<file path="src/rtl/element_to_double_convert_core_assert.svh">
// Assertion macros used by the converter top level.
`ifndef ELEMENT_TO_DOUBLE_CONVERT_CORE_ASSERT_SVH
`define ELEMENT_TO_DOUBLE_CONVERT_CORE_ASSERT_SVH
// Implication checked on every rising clock edge outside reset.
`define ETD_ASSERT_IMP(label, clk, rst_n, ante, cons, msg) \
    label: assert property (@(posedge clk) disable iff (!rst_n) (ante) |-> (cons)) \
        else $error(msg);
// Next-cycle implication outside reset.
`define ETD_ASSERT_NXT(label, clk, rst_n, ante, cons, msg) \
    label: assert property (@(posedge clk) disable iff (!rst_n) (ante) |=> (cons)) \
        else $error(msg);
`endif

</file>
<file path="src/rtl/etd_pkg.sv">
// Shared types, codes and helpers for the element-to-double converter.
package etd_pkg;
    localparam int unsigned WordW = 64;
    localparam int unsigned TypeW = 3;
    localparam int unsigned AddrW = 2;

    typedef enum logic [TypeW-1:0] {
        ET_F64 = 3'd0,
        ET_F32 = 3'd1,
        ET_F16 = 3'd2,
        ET_I32 = 3'd3,
        ET_U8  = 3'd4
    } t_elem_type;

    localparam logic [AddrW-1:0] RegElemType = 2'd0;

    localparam logic [63:0] ExpAll   = 64'h7FF0_0000_0000_0000;
    localparam logic [63:0] QuietBit = 64'h0008_0000_0000_0000;

    // Index of the highest set bit of a 32-bit magnitude (0 when zero).
    function automatic logic [4:0] f_msb32(input logic [31:0] v);
        logic [4:0] p;
        p = 5'd0;
        for (int i = 0; i < 32; i++) begin
            if (v[i]) begin
                p = 5'(i);
            end
        end
        return p;
    endfunction

    // Pack sign * mag * 2^scale into binary64; mag nonzero path normal result.
    function automatic logic [63:0] f_pack(input logic s, input logic [31:0] mag,
                                           input logic signed [11:0] scale);
        logic [4:0]  top;
        logic [11:0] bexp;
        logic [51:0] frac;
        logic [83:0] sh;
        top  = f_msb32(mag);
        bexp = 12'($signed({7'd0, top}) + scale + 12'sd1023);
        sh   = {52'd0, mag} << (6'd52 - {1'b0, top});
        frac = sh[51:0];
        if (mag == 32'd0) begin
            return {s, 63'd0};
        end
        return {s, bexp[10:0], frac};
    endfunction
endpackage

</file>
<file path="src/rtl/etd_stream_if.sv">
// Valid/ready stream channel carrying one 64-bit word.
interface etd_stream_if;
    logic        valid;
    logic        ready;
    logic [63:0] data;
    modport source (output valid, output data, input ready);
    modport sink (input valid, input data, output ready);
endinterface

</file>
<file path="src/rtl/etd_cfg_regs.sv">
// APB-style register block holding the element type.
module etd_cfg_regs import etd_pkg::*; (
    input  logic             i_clk,
    input  logic             i_rst_n,
    input  logic             psel,
    input  logic             penable,
    input  logic             pwrite,
    input  logic [AddrW-1:0] paddr,
    input  logic [31:0]      pwdata,
    output logic [31:0]      prdata,
    output logic             pready,
    output logic [TypeW-1:0] o_elem_type
);
    logic [TypeW-1:0] r_type;
    logic             wr;

    assign pready = 1'b1;
    assign wr     = psel && penable && pwrite;

    always_ff @(posedge i_clk) begin
        if (!i_rst_n) begin
            r_type <= TypeW'(ET_F64);
        end else if (wr && paddr == RegElemType) begin
            r_type <= pwdata[TypeW-1:0];
        end
    end

    always_comb begin
        prdata = 32'd0;
        if (paddr == RegElemType) begin
            prdata = {29'd0, r_type};
        end
    end

    assign o_elem_type = r_type;
endmodule

</file>
<file path="src/rtl/etd_convert.sv">
// Combinational conversion of one raw element to binary64 bits.
module etd_convert import etd_pkg::*; (
    input  logic [TypeW-1:0] i_type,
    input  logic [63:0]      i_raw,
    output logic [63:0]      o_bits
);
    logic        hs, ss, is;
    logic [4:0]  he;
    logic [9:0]  hm;
    logic [7:0]  se;
    logic [22:0] sm;
    logic [31:0] imag;
    logic [63:0] half_bits, single_bits;

    always_comb begin
        hs = i_raw[15];
        he = i_raw[14:10];
        hm = i_raw[9:0];
        if (he == 5'd0) begin
            half_bits = f_pack(hs, {22'd0, hm}, -12'sd24);
        end else if (he == 5'h1F) begin
            half_bits = {hs, 63'd0} | ExpAll | ((hm != 10'd0) ? QuietBit : 64'd0);
        end else begin
            half_bits = f_pack(hs, {21'd0, 1'b1, hm}, $signed({7'd0, he}) - 12'sd25);
        end

        ss = i_raw[31];
        se = i_raw[30:23];
        sm = i_raw[22:0];
        if (se == 8'd0) begin
            single_bits = f_pack(ss, {9'd0, sm}, -12'sd149);
        end else if (se == 8'hFF) begin
            single_bits = {ss, 63'd0} | ExpAll;
            if (sm != 23'd0) begin
                single_bits = single_bits | QuietBit | {12'd0, sm, 29'd0};
            end
        end else begin
            single_bits = f_pack(ss, {8'd0, 1'b1, sm}, $signed({4'd0, se}) - 12'sd150);
        end

        is   = i_raw[31];
        imag = is ? (~i_raw[31:0] + 32'd1) : i_raw[31:0];

        case (i_type)
            ET_F64:  o_bits = i_raw;
            ET_F32:  o_bits = single_bits;
            ET_F16:  o_bits = half_bits;
            ET_I32:  o_bits = f_pack(is, imag, 12'sd0);
            ET_U8:   o_bits = f_pack(1'b0, {24'd0, i_raw[7:0]}, 12'sd0);
            default: o_bits = 64'd0;
        endcase
    end
endmodule

</file>
<file path="src/rtl/element_to_double_convert_core.sv">
// Top level: APB type register, input register, converter, output skid stage.
// Converts one input element per clock to binary64 bits while the skid entry
// is free; the element passes through the input register, the single-pass
// convert logic and the result register. A two-entry output stage absorbs
// the beat in flight when the sink stalls; while its second entry is
// occupied the input is held. Change element_type only while idle.
`include "element_to_double_convert_core_assert.svh"
module element_to_double_convert_core import etd_pkg::*; (
    input  logic             i_clk,
    input  logic             i_rst_n,
    etd_stream_if.sink       s_in,
    etd_stream_if.source     m_out,
    input  logic             psel,
    input  logic             penable,
    input  logic             pwrite,
    input  logic [AddrW-1:0] paddr,
    input  logic [31:0]      pwdata,
    output logic [31:0]      prdata,
    output logic             pready
);
    logic [TypeW-1:0] elem_type;
    logic [63:0]      conv;
    logic             r_iv;
    logic [63:0]      r_iw;
    logic             r_ov, r_sv;
    logic [63:0]      r_od, r_sd;
    logic             adv;

    etd_cfg_regs u_cfg (
        .i_clk(i_clk), .i_rst_n(i_rst_n), .psel(psel), .penable(penable),
        .pwrite(pwrite), .paddr(paddr), .pwdata(pwdata), .prdata(prdata),
        .pready(pready), .o_elem_type(elem_type)
    );

    etd_convert u_conv (.i_type(elem_type), .i_raw(r_iw), .o_bits(conv));

    // Advance the input stage when the skid entry is free.
    assign adv        = !r_sv;
    assign s_in.ready = adv;

    always_ff @(posedge i_clk) begin
        if (!i_rst_n) begin
            r_iv <= 1'b0;
            r_ov <= 1'b0;
            r_sv <= 1'b0;
        end else begin
            if (adv) begin
                r_iv <= s_in.valid;
            end
            // Output register and skid entry.
            if (!r_ov || m_out.ready) begin
                if (r_sv) begin
                    r_ov <= 1'b1;
                    r_sv <= 1'b0;
                end else begin
                    r_ov <= r_iv && adv;
                end
            end else if (r_iv && adv) begin
                r_sv <= 1'b1;
            end
        end
    end

    always_ff @(posedge i_clk) begin
        if (adv) begin
            r_iw <= s_in.data;
        end
        if (!r_ov || m_out.ready) begin
            r_od <= r_sv ? r_sd : conv;
        end else if (r_iv && adv) begin
            r_sd <= conv;
        end
    end

    assign m_out.valid = r_ov;
    assign m_out.data  = r_od;

    `ETD_ASSERT_IMP(a_skid_needs_out, i_clk, i_rst_n, r_sv, r_ov,
        "skid entry full while output empty")
    `ETD_ASSERT_NXT(a_hold_stall, i_clk, i_rst_n, r_ov && !m_out.ready,
        r_ov && $stable(r_od), "stalled result changed")
    `ETD_ASSERT_IMP(a_no_accept_full, i_clk, i_rst_n, r_sv, !s_in.ready,
        "input accepted with skid full")
endmodule
</file>
<file path="src/flat_wrapper.sv">
// flat-port wrapper written by rule: the top's interface ports become plain ports
module element_to_double_convert_core_flat import etd_pkg::*;
  (i_clk, i_rst_n, psel, penable, pwrite, paddr, pwdata, prdata, pready, s_in_valid, s_in_data, s_in_ready, m_out_valid, m_out_data, m_out_ready);
  etd_stream_if s_in_i ();
  etd_stream_if m_out_i ();
  input  logic i_clk;
  input  logic i_rst_n;
  input  logic psel;
  input  logic penable;
  input  logic pwrite;
  input  logic [AddrW-1:0] paddr;
  input  logic [31:0] pwdata;
  output logic [31:0] prdata;
  output logic pready;
  input wire logic [$bits(s_in_i.valid)-1:0] s_in_valid;
  input wire logic [$bits(s_in_i.data)-1:0] s_in_data;
  output wire logic [$bits(s_in_i.ready)-1:0] s_in_ready;
  output wire logic [$bits(m_out_i.valid)-1:0] m_out_valid;
  output wire logic [$bits(m_out_i.data)-1:0] m_out_data;
  input wire logic [$bits(m_out_i.ready)-1:0] m_out_ready;
  assign s_in_i.valid = s_in_valid;
  assign s_in_i.data = s_in_data;
  assign s_in_ready = s_in_i.ready;
  assign m_out_valid = m_out_i.valid;
  assign m_out_data = m_out_i.data;
  assign m_out_i.ready = m_out_ready;
  element_to_double_convert_core u_core (.i_clk(i_clk), .i_rst_n(i_rst_n), .s_in(s_in_i), .m_out(m_out_i), .psel(psel), .penable(penable), .pwrite(pwrite), .paddr(paddr), .pwdata(pwdata), .prdata(prdata), .pready(pready));
endmodule
</file>
<file path="config.mk">
export PLATFORM = sky130hd
export DESIGN_NAME = element_to_double_convert_core_flat
export DESIGN_NICKNAME = d
export VERILOG_FILES = /design/src/rtl/etd_pkg.sv /design/src/rtl/etd_stream_if.sv /design/src/rtl/etd_cfg_regs.sv /design/src/rtl/etd_convert.sv /design/src/rtl/element_to_double_convert_core.sv /design/src/flat_wrapper.sv
export VERILOG_INCLUDE_DIRS = /design/src /design/src/rtl
export SDC_FILE = /design/constraint.sdc
export NUM_CORES = 1
export LEC_CHECK = 0
export ABC_AREA = 0
export BUFFER_PORTS_ARGS = -buffer_cell sky130_fd_sc_hd__buf_2
export CAP_MARGIN = 10
export CELL_PAD_IN_SITES_DETAIL_PLACEMENT = 2
export CELL_PAD_IN_SITES_GLOBAL_PLACEMENT = 2
export CORE_ASPECT_RATIO = 1.2
export CORE_UTILIZATION = 40
export DETAILED_ROUTE_END_ITERATION = 12
export PLACE_DENSITY = 0.93
export SLEW_MARGIN = 30
export SYNTH_ARGS = -nofsm -noshare
export SYNTH_HDL_FRONTEND = slang
export SYNTH_HIERARCHICAL = 1
export SYNTH_SLANG_ARGS = --single-unit
export TNS_END_PERCENT = 20
</file>
<file path="constraint.sdc">
create_clock -name i_clk -period 13.8 [get_ports i_clk]
set_input_delay 2.07 -clock i_clk [delete_from_list [all_inputs] [get_ports i_clk]]
set_output_delay 2.07 -clock i_clk [all_outputs]
set_load 0.005 [all_outputs]
</file>
* Word level (Yosys, flattened, before mapping) *
Index checks and enable logic that the tools add are counted.

word-level totals
  word-level logic and storage cells = 156
  input bits = 105
  bits in registers = 198
  output and inout port bits = 99

operators by class
  equal/unequal tests = 6
  reductions and logical operators = 19
  shifts and indexed selects = 6
  muxes and demuxes = 94
  add/sub/neg operators = 19
  bitwise operators = 5

operators with widths
  operator                number
  $mux 64                 16
  $pmux 64 s5             1
  $mux 5                  59
  $or 64x52->64           2
  $mux 52                 1
  $shl 10x6->52           1
  $shl 11x6->52           1
  $shl 23x6->52           1
  $shl 24x6->52           1
  $shl 32x6->52           1
  $shl 8x6->52            1
  $sub 6x5->6 const A     6
  $add 32x1->32 const B   1
  $logic_not 32->1        1
  $mux 32                 1
  $not 32->32             1
  $logic_not 23->1        1
  $reduce_bool 23->1      1
  $add 10x11->11 const B  2
  $add 5x10->11 const B   2
  $add 7x11->11 const B   2
  $logic_not 8->1         2
  $mux 1                  15
  $add 6x9->10            1
  22 further kinds        28

* Longest topological paths before layout *
Gate-level depths: netlist (run 1).

  depth in word-level cells = 40
  mapped depth = 27
  depth with buffers taken out = 21

* Hierarchy *
The synthesis (run 1) kept the hierarchy.

modules (own cells, without submodules)
  module                          sequential area each (um^2)  area an instance (um^2)  cells an instance  instances
  etd_convert                     0.0                          9510.4                   1447               1
  element_to_double_convert_core  5825.6                       6740.2                   275                1
  etd_cfg_regs                    60.1                         391.6                    50                 1

* Least setup slack after synthesis (run 1) *
OpenSTA, ideal clock, no wires.

  path type = input -> register
  from = input m_out_ready
  to = register u_core.r_sd[0] (enable)
  setup slack = 4755 ps
  arrival = 8467 ps
  path buffers = 0
  data required time = 13222 ps
  library setup time = 578 ps
  stages on the path = 2
  cells stage by stage = nand2b_1 -> nor3b_1

between the ends
  cells in the longest elaborated chain, start to end = 3

RTL lines
  item                        line                                  RTL
  from (decl)                 flat_wrapper.sv:20                    input wire logic [$bits(m_out_i.ready)-1:0] m_out_ready;
  $logic_or 1x1->1            element_to_double_convert_core.sv:68  if (!r_ov || m_out.ready) begin
  $not 1->1 (no line)         -
  $reduce_and 2->1 (no line)  -
  to (signal assigned)        element_to_double_convert_core.sv:71  r_sd <= conv;
  to (decl)                   element_to_double_convert_core.sv:26  logic [63:0] r_od, r_sd;

Every way passes these cells.
A chain may end at the register's enable or synchronous reset.

* Final worst setup path (run 1) *
  from = register u_core.r_iw[11]
  to = register u_core.r_od[23], in the netlist u_core/m_out.data[23], data pin

between the ends
  cells in the longest elaborated chain, start to end = 30
  elaborated cells between the ends (all ways) = 62
  classes of those cells = add/sub (3); eq/ne (1); shift (3); mux (50); bitwise (1); reduce/logical (4)

RTL lines
  item                    line                                  RTL
  from (decl)             element_to_double_convert_core.sv:24  logic [63:0] r_iw;
  from (signal assigned)  element_to_double_convert_core.sv:66  r_iw <= s_in.data;
  $not 32->32             etd_convert.sv:42                     imag = is ? (~i_raw[31:0] + 32'd1) : i_raw[31:0];
  $add 32x1->32           etd_convert.sv:42
  $mux 32                 etd_convert.sv:42
  $mux 5 (21 in a row)    etd_pkg.sv:25                         if (v[i]) begin
  $mux 5                  etd_convert.sv:44                     case (i_type)
  $sub 6x5->6             etd_pkg.sv:41                         sh = {52'd0, mag} << (6'd52 - {1'b0, top});
  $shl 32x6->52           etd_pkg.sv:41
  $mux 64                 etd_pkg.sv:46                         return {s, bexp[10:0], frac};
  $pmux 64 s5 (*)         etd_convert.sv:44
  via u_core.conv[23]     element_to_double_convert_core.sv:22  logic [63:0] conv;
  $mux 64 (*)             element_to_double_convert_core.sv:69  r_od <= r_sv ? r_sd : conv;
  to (signal assigned)    element_to_double_convert_core.sv:69
  to (decl)               element_to_double_convert_core.sv:26

The timed path passes the listed nets; every way through them passes the cells marked *. The select of a mux whose other input is x is not followed.

==> results of run 1 <==
## state kept, by name, indices dropped and copies added (netlist names)
register and flops:
u_core/m_out.data 64, u_core/u_cfg/o_elem_type 3, u_core/r_sv 1, u_core/r_iw 64, u_core/r_iv 1, u_core/r_sd 64
u_core/m_out.valid 1
## worst max-delay path by stage
| stage | start | endpoint | slack, ns | depth (start not counted) |
|---|---|---|---|---|
| 4_1_cts | u_core/r_iw[10] | u_core/m_out.data[34] | 5.16 | 18 |
| 3_3_place_gp | u_core/r_iw[10] | u_core/m_out.data[34] | 5.58 | 18 |
| 3_5_place_dp | u_core/r_iw[10] | u_core/m_out.data[34] | 5.21 | 18 |
| 5_1_grt | u_core/r_iw[10] | u_core/m_out.data[23] | 4.67 | 20 |
| 2_1_floorplan | m_out_ready | u_core/r_sd[0] | 4.75 | 2 |
| 6_report | u_core/r_iw[11] | u_core/m_out.data[23] | 4.86 | 19 |
## power breakdown
part	switching, uW	internal (uW)	leakage, uW	total (uW)
clock network	264	239	0.000274	503
logic	513	254	0.00444	767
registers	30.7	695	0.00198	726
## layout make-up
class / instances / share of cell area
well taps: 539 / 0.03698
diodes: 2 / 0.0002744
inverters: 38 / 0.008232
repair buffers: 191 / 0.05893
clock buffers: 18 / 0.02353
multi-input cells: 1382 / 0.5415
flip-flops and latches: 198 / 0.3229
clock inverters: 14 / 0.007683
## logic make-up after synthesis
logic type      after synthesis
buf+inv                     220
flops                       198
simple gates                534
mux                         198
compound gates              551
xor+xnor                     53
other cells                   2
fa+ha+maj                    16
## stage by stage
step,power [uW],util,instances,worst slack (ns),cell area [um^2]
floorplan,1191,-,1800,4.755,16750
global placement,1412,0.4314,2346,5.576,17620
detailed placement,1460,0.4315,2346,5.207,17630
CTS,1966,0.4455,2378,5.163,18200
global route,2038,0.4464,2380,4.665,18230
finish,1997,0.4466,2382,4.861,18240
## worst max-delay path: cells and delay by family, from the launching register on
kind                     cells  cell delay [ns]
AO/OA/AOI/OAI                6             2.35
XOR/XNOR                     2             0.75
adder cells (fa/ha/maj)      2             0.88
buffers and inverters        2             0.77
flip-flops                   1             0.77
multiplexers                 1             0.33
AND/OR/NAND/NOR              6             2.81
## metal layers
layer,wire length (um),global-route usage,up-vias
li1,-,-,6891
met1,30120,0.4588,8502
met2,39280,0.6492,1198
met3,7343,0.07023,326
met4,5973,0.2405,4
met5,27,0,-
## synthesized netlist by cell type, types with 13 or more instances
cell type,number
a21o_1,21
mux2i_1,87
clkbuf_1,99
inv_1,32
a211oi_1,18
nand2b_1,18
ha_1,16
buf_2,24
nor2_1,132
o21ai_0,137
nand3_1,45
a22oi_1,24
nor2b_1,13
nor3_1,58
o31ai_1,17
xnor2_1,31
buf_1,16
and2_1,24
xor2_1,18
a31oi_1,27
o221ai_1,15
edfxtp_1,192
mux2_4,17
and3_1,14
mux4_2,38
o211ai_1,27
nand2_1,138
mux2_2,56
nor4_1,19
buf_4,33
a222oi_1,18
a21oi_1,113
==> out/results.ini, run 1 <==
[status]
status = finished, final reports clean

[finish]
areaGrowthSynthToFinish_pct = 9.593
final.fill_count = 4427
multi_input_area_mm2 = 0.009876
seqCellArea_mm2 = 0.005889
layout.cells.most_common_list = 192 x edfxtp_1, 145 x buf_2, 138 x nand2_1
final_nets = 1949
final_layout_size_suffix_gt1_frac = 0.2070
final_common_cell = edfxtp_1

[route]
firstDrtPassIters = 6
wire_per_inst_um = 34.74
drt-total-wl_um = 82750
first_iter_violations = 2047
drc = 0
vias_per_cell = 7.104
antenna_left = 0
num_vias = 16920

[die]
start_util = 0.4075
io_pins = 204
chipWidth_um = 188.2
rows = 81
die_area_mm2 = 0.04243
die_h_um = 225.4
core-area_mm2 = 0.04084

[yosys]
syn_inst = 1772
synthAdderAreaFrac = 0.01203
synthMuxAreaShare = 0.1570
avgSynthCellArea_um2 = 9.392
yosysTopAreaCellShare = 0.3464
synth_seq_area_share = 0.3537
synthSimpleGateAreaFrac = 0.1597
dominantRegCellSynth = edfxtp_1
ys_warn_count = 6
ys_ff_latch = 198
synth_cell_types = 103
yosys-top-cells-area = edfxtp_1 35%, mux2i_1 5.2%, mux4_2 5.1%
synth_edf_count = 192
synth_top_family_by_area = compound AO/OA/AOI/OAI gates
async_flop_share = 0
synth_xor_xnor_area_share = 0.03037
synth-compound-area-share = 0.2220
synth_area_mm2 = 0.01664
synth_area_leader_cell = edfxtp_1

[flow_run]
maxCapViolations = 0

[clock_tree]
cts_root_buffer = clkbuf_16
cts_tree = yes
cts-hold-fix-buffers = 0
cts_resized = 0
clockBufferDepth = 2
cts_setup_buffers = 0
cts.sinks = 198
clk_pin_slew_worst_paths_ns = 0.07
htree_levels = 4
clock_latency_ns = 0.49
numCtsBuffers = 17

[power_and_ir_drop]
leakage_uw = 0.006688
p_per_area_mw_per_mm2 = 109.5
ir_drop_mv = 0.09863

[worst_setup_path]
cpPeakStageDelay_ns = 0.77
cp-end-kind = flip-flop
critPathRequiredTime_ns = 14.04
r2r_slack_ns = 4.86
r2r_cells = 19
path_class = reg -> reg
crit_arrival_ns = 9.18
cp_max_fo = 31
r2r_start = u_core/r_iw[11]
crit_path_start_kind = flip-flop
r2r_end = u_core/m_out.data[23]
path_cells = inv_1, ha_1, nor4bb_1, nand4_1, o21ai_0, xnor2_1, o211ai_1, a31oi_1, or3_1, nand2_8, inv_4, ha_1, o211ai_1, xnor2_1, or3_1, nor2_1, a222oi_1, o21ai_0, mux2_2
slowest_stage = edfxtp_1

[global_route]
grt_max_degree = 68
track_usage = 0.3871
gr-total-overflow = 0
grt_pass1_vias = 17140
grt_pass1_wl_um = 118900
antenna_found_initial = 5

[placed_design]
portBuffers = 144
dpl.hpwl_um = 61020
gp_congestion = 1.020

[timing]
rsz0062_at_grt = false
finalHoldViolCount = 0
fin_crit_sh = 0.6477
hold_ws_ns = 0.5537
setup_tns_ns = 0
worst_pin_slew_ns = 1.085
setup_viol = 0
max_freq_mhz = 111.9
relSlewSlack = 0.2708
clock_skew_ns = 0.01656
maxSlewViolCount = 0
fin_crit_ns = 8.939

[worst_hold_path]
min_path_type = reg -> reg
hold_end = u_core/m_out.data[4]
worstHoldPathCells = 1
hp-start = u_core/r_sd[4]

No activity file was read; power rests on OpenSTA's default activity.
==> run 2: changes to the inputs <==
CORE_UTILIZATION = 34   (was 40)
PLACE_DENSITY = 0.85   (was 0.93)
clock period = 7.2 ns   (was 13.8 ns; I/O delays follow)
==> out/results.ini, run 2 (synthesis results as in run 1) <==
[status]
status = finished, final reports clean

[worst_setup_path]
critPathRequiredTime_ns = 7.45
cp-end-kind = flip-flop
cp_common_cell = ha_1
r2r_end = u_core/m_out.data[43]
r2r_slack_ns = 0.53
cpPeakStageDelay_ns = 0.61
crit_path_start_kind = flip-flop
path_cells = inv_1, ha_1, nor4bb_1, nand2_1, or4_1, a211o_1, a41o_1, and2_1, or2_1, nand2_8, inv_4, ha_1, o211ai_1, xor2_1, nor2_1, and3_1, a2111oi_0, nand3_1, mux2_2
crit_arrival_ns = 6.92
r2r_cells = 19
r2r_start = u_core/r_iw[1]
path_class = reg -> reg
path_delay_family = simple AND/OR/NAND/NOR gates
slowest_stage = nor4bb_1
critPathBufInv = 2
cp_max_fo = 8

[power_and_ir_drop]
p_per_area_mw_per_mm2 = 207.6
power_frac_seq = 0.350
power_frac_comb = 0.389
ir_drop_mv = 0.1178
leakage_uw = 0.007066
switching_share = 0.3968
internal_power_uw = 2370
pwr-share-clk = 0.261
p_sw_uw = 1559

[finish]
areaGrowthSynthToFinish_pct = 13.74
antenna_cells = 0
final_common_cell = edfxtp_1
final_nets = 2022
layout.cells.most_common_list = 192 x edfxtp_1, 144 x buf_2, 138 x nand2_1
final_layout_size_suffix_gt1_frac = 0.2362

[route]
drt-total-wl_um = 81680
firstDrtPassIters = 6
drc = 0
vias_per_cell = 6.517
first_iter_violations = 1866
num_vias = 16580
antenna_left = 0
wire_per_inst_um = 32.10

[die]
io_pins = 204
rows = 88
start_util = 0.3451
core-area_mm2 = 0.04823
die_area_mm2 = 0.04984
chipWidth_um = 204.0
die_h_um = 244.4

[timing]
finalHoldViolCount = 0
clock_skew_ns = 0.01669
fin_crit_sh = 0.9263
hold_ws_ns = 0.5497
max_freq_mhz = 149.9
layout_setup_ws_ns = 0.5310
relSlewSlack = 0.3326
maxSlewViolCount = 0
fin_crit_ns = 6.669
setup_viol = 0
setup_tns_ns = 0
rsz0062_at_grt = false
worst_pin_slew_ns = 0.9956

[clock_tree]
numCtsBuffers = 17
cts.sinks = 198
cts_setup_buffers = 0
cts-hold-fix-buffers = 0
clockBufferDepth = 2
htree_levels = 4
cts_root_buffer = clkbuf_16
cts_tree = yes
clk_pin_slew_worst_paths_ns = 0.09
clock_latency_ns = 0.51
cts_resized = 0

[worst_hold_path]
worstHoldPathCells = 1
min_path_type = reg -> reg
hold_end = u_core/m_out.data[39]
hp-start = u_core/r_sd[39]

[placed_design]
dpl.hpwl_um = 62060
gp_congestion = 1.025
portBuffers = 144
dp_slack_ns = 0.7220

[flow_run]
maxCapViolations = 0

[global_route]
track_usage = 0.3295
grt_pass1_vias = 17320
grt_pass1_wl_um = 119200
antenna_found_initial = 3
grt_max_degree = 69
gr-total-overflow = 0

run 2: changes by cell type in the layout (fill, tap and decap cells not counted), sizes merged:
| cell | before | now |
|---|---|---|
| clkinv | 11 | 12 |
| inv | 39 | 40 |
| buf | 191 | 264 |
| clkinvlp | 2 | 0 |
| clkbuf | 18 | 17 |
| diode | 2 | 0 |
| bufinv | 0 | 1 |
run 2: metal layers:
layer,up-vias,share of wire,global-route usage
met5,-,0.00029,0
met4,4,0.063,0.1916
met3,239,0.076,0.06450
met2,897,0.47,0.5374
met1,8413,0.39,0.4026
li1,7025,-,-
run 2: area by class of cell:
cell class | instances | area [um^2]
Fill cell | 5341 | 29300
Multi-Input combinational cell | 1382 | 9859
Sequential cell | 198 | 5889
Timing Repair Buffer | 264 | 1638
Tap cell | 630 | 788.3
Clock buffer | 17 | 425.4
Clock inverter | 15 | 178.9
Inverter | 38 | 150.1
run 2: how the worst max path moves through the flow:
stage	from	to	slack (ns)	cells after the start
6_report	u_core/r_iw[1]	u_core/m_out.data[43]	0.53	19
5_1_grt	u_core/r_iw[1]	u_core/m_out.data[47]	0.28	21
4_1_cts	u_core/r_iw[1]	u_core/m_out.data[47]	0.68	20
3_5_place_dp	u_core/r_iw[1]	u_core/m_out.data[47]	0.72	20
3_3_place_gp	u_core/r_iw[1]	u_core/m_out.data[43]	0.92	19
2_1_floorplan	u_core/r_iw[0]	u_core/m_out.data[51]	0.98	24
run 2: power by group through the flow:
stage / Sequential [uW] / Combinational [uW] / Clock [uW]
2_1_floorplan: 1380 / 902 / 0
3_3_place_gp: 1390 / 1410 / 0
3_5_place_dp: 1400 / 1470 / 0
4_1_cts: 1380 / 1480 / 1060
5_1_grt: 1380 / 1590 / 1090
6_report: 1370 / 1530 / 1030
run 2: stage by stage:
| step | total power (uW) | utilization | std cells | cell area [um^2] |
|---|---|---|---|---|
| finish | 3929 | 0.3925 | 2544 | 18930 |
| global placement | 2799 | 0.3798 | 2512 | 18320 |
| floorplan | 2282 | - | 1800 | 16750 |
| detailed placement | 2867 | 0.3798 | 2512 | 18320 |
| global route | 4058 | 0.3925 | 2544 | 18930 |
| CTS | 3914 | 0.3923 | 2544 | 18920 |
==> run 3: changes to the inputs <==
==> constraint.sdc (replaced) <==
create_clock -name i_clk -period 7.2 [get_ports i_clk]
set_input_delay 0 -clock i_clk [delete_from_list [all_inputs] [get_ports i_clk]]
set_output_delay 0 -clock i_clk [all_outputs]
set_load 0.005 [all_outputs]
==> out/results.ini, run 3 (synthesis results as in run 1) <==
[worst_setup_path]
r2r_end = u_core/m_out.data[42]
path_class = reg -> reg
crit_end = u_core/m_out.data[42]
crit_path_start_kind = flip-flop
cp-end-kind = flip-flop
r2r_cells = 19
r2r_start = u_core/r_iw[11]
startpoint = u_core/r_iw[11]
critPathBufInv = 3
crit_arrival_ns = 7.12
cp_max_fo = 8
slowest_stage = nor2_1
cp.depth = 19
path_delay_family = simple AND/OR/NAND/NOR gates
critPathRequiredTime_ns = 7.58
r2r_slack_ns = 0.46
cpPeakStageDelay_ns = 0.61
path_cells = inv_1, ha_1, nor4bb_1, nand2_1, or4_1, a211o_1, a41o_1, and2_1, or2_1, nand2_8, inv_4, ha_1, o211ai_1, xor2_1, nor2_1, inv_1, o221ai_1, a211o_1, mux2_2

[clock_tree]
clock_latency_ns = 0.51
htree_levels = 4
numCtsBuffers = 17
cts.sinks = 198
clk_pin_slew_worst_paths_ns = 0.08
cts_tree = yes
cts_root_buffer = clkbuf_16
cts_resized = 0
clockBufferDepth = 2

[route]
firstDrtPassIters = 8
wire_per_inst_um = 31.57
drc = 0
num_vias = 16910
vias_per_cell = 6.484
antenna_left = 0
drt-total-wl_um = 82300
first_iter_violations = 1963

[global_route]
grt_pass1_wl_um = 120300
grt_max_degree = 68
gr-total-overflow = 0
track_usage = 0.3321
grt_pass1_vias = 17730
antenna_found_initial = 1

[die]
rows = 88
die_h_um = 244.4
start_util = 0.3451
die_area_mm2 = 0.04984
io_pins = 204
chipWidth_um = 204.0
core-area_mm2 = 0.04823

[finish]
fin_util = 0.4054
layout.cells.most_common_list = 192 x edfxtp_1, 144 x buf_2, 138 x nand2_1
final_common_cell = edfxtp_1
final_layout_size_suffix_gt1_frac = 0.2215
final_nets = 2086
areaGrowthSynthToFinish_pct = 17.46
multi_input_area_mm2 = 0.009836
seqCellArea_mm2 = 0.005889
antenna_cells = 0
final.fill_count = 5305

[worst_hold_path]
min_path_type = in -> reg

[timing]
max_freq_mhz = 148.4
worst_pin_slew_ns = 0.9709
setup_viol = 0
fin_crit_sh = 0.9356
relSlewSlack = 0.3459
fin_crit_ns = 6.737
rsz0062_at_grt = false
setup_tns_ns = 0
maxSlewViolCount = 0
clock_skew_ns = 0.01671
finalHoldViolCount = 0

[placed_design]
dpl.hpwl_um = 62270
portBuffers = 144
gp_congestion = 1.025

[power_and_ir_drop]
ir_drop_mv = 0.1366
p_per_area_mw_per_mm2 = 200.1
leakage_uw = 0.007314

[flow_run]
maxCapViolations = 0

[status]
status = finished, final reports clean

==> run 3: repair_timing <==
item	CTS	global route
hold buffers	76	0
buffers inserted	0	0
hold endpoints to repair	70	0
==> run 3: power breakdown <==
part | internal, uW | switching (uW)
Sequential | 1330 | 50.3
Combinational | 553 | 981
Clock | 491 | 503
==> run 3: worst min-delay path by stage <==
| stage | cells past startpoint | to | from |
|---|---|---|---|
| after floorplan | 0 | u_core/r_iw[0] | s_in_data[0] |
| after global routing | 2 | u_core/r_iw[9] | s_in_data[9] |
| after global placement | 1 | u_core/r_iw[27] | s_in_data[27] |
| after detailed placement | 1 | u_core/r_iw[59] | s_in_data[59] |
| final | 2 | u_core/r_iw[38] | s_in_data[38] |
| after CTS | 2 | u_core/r_iw[40] | s_in_data[40] |
==> run 3: layout make-up <==
type / instances / area share
multi-input cells: 1382 / 0.5031
flip-flops and latches: 198 / 0.3013
repair buffers: 328 / 0.1174
well taps: 630 / 0.04032
clock buffers: 17 / 0.02176
clock inverters: 14 / 0.008385
inverters: 38 / 0.007681
==> run 3: through the flow <==
stage               instances  power [uW]  setup WS (ns)  hold slack [ns]  area [um^2]
floorplan                1800        2282         0.6265          0.09887        16750
global placement         2500        2783         0.8736           0.1771        18200
detailed placement       2500        2850         0.6597           0.1787        18200
CTS                      2607        3885         0.5835           0.1603        19550
global route             2607        4037         0.2354           0.1878        19550
finish                   2607        3911         0.4634           0.1987        19550
==> run 3: layer usage <==
metal  share of wire  GRT usage  up-vias
met5         0.00021          0        -
met4           0.065     0.2054        2
met3           0.068    0.04944      246
met2            0.48     0.5440      910
met1            0.39     0.4088     8593
li1                -          -     7154
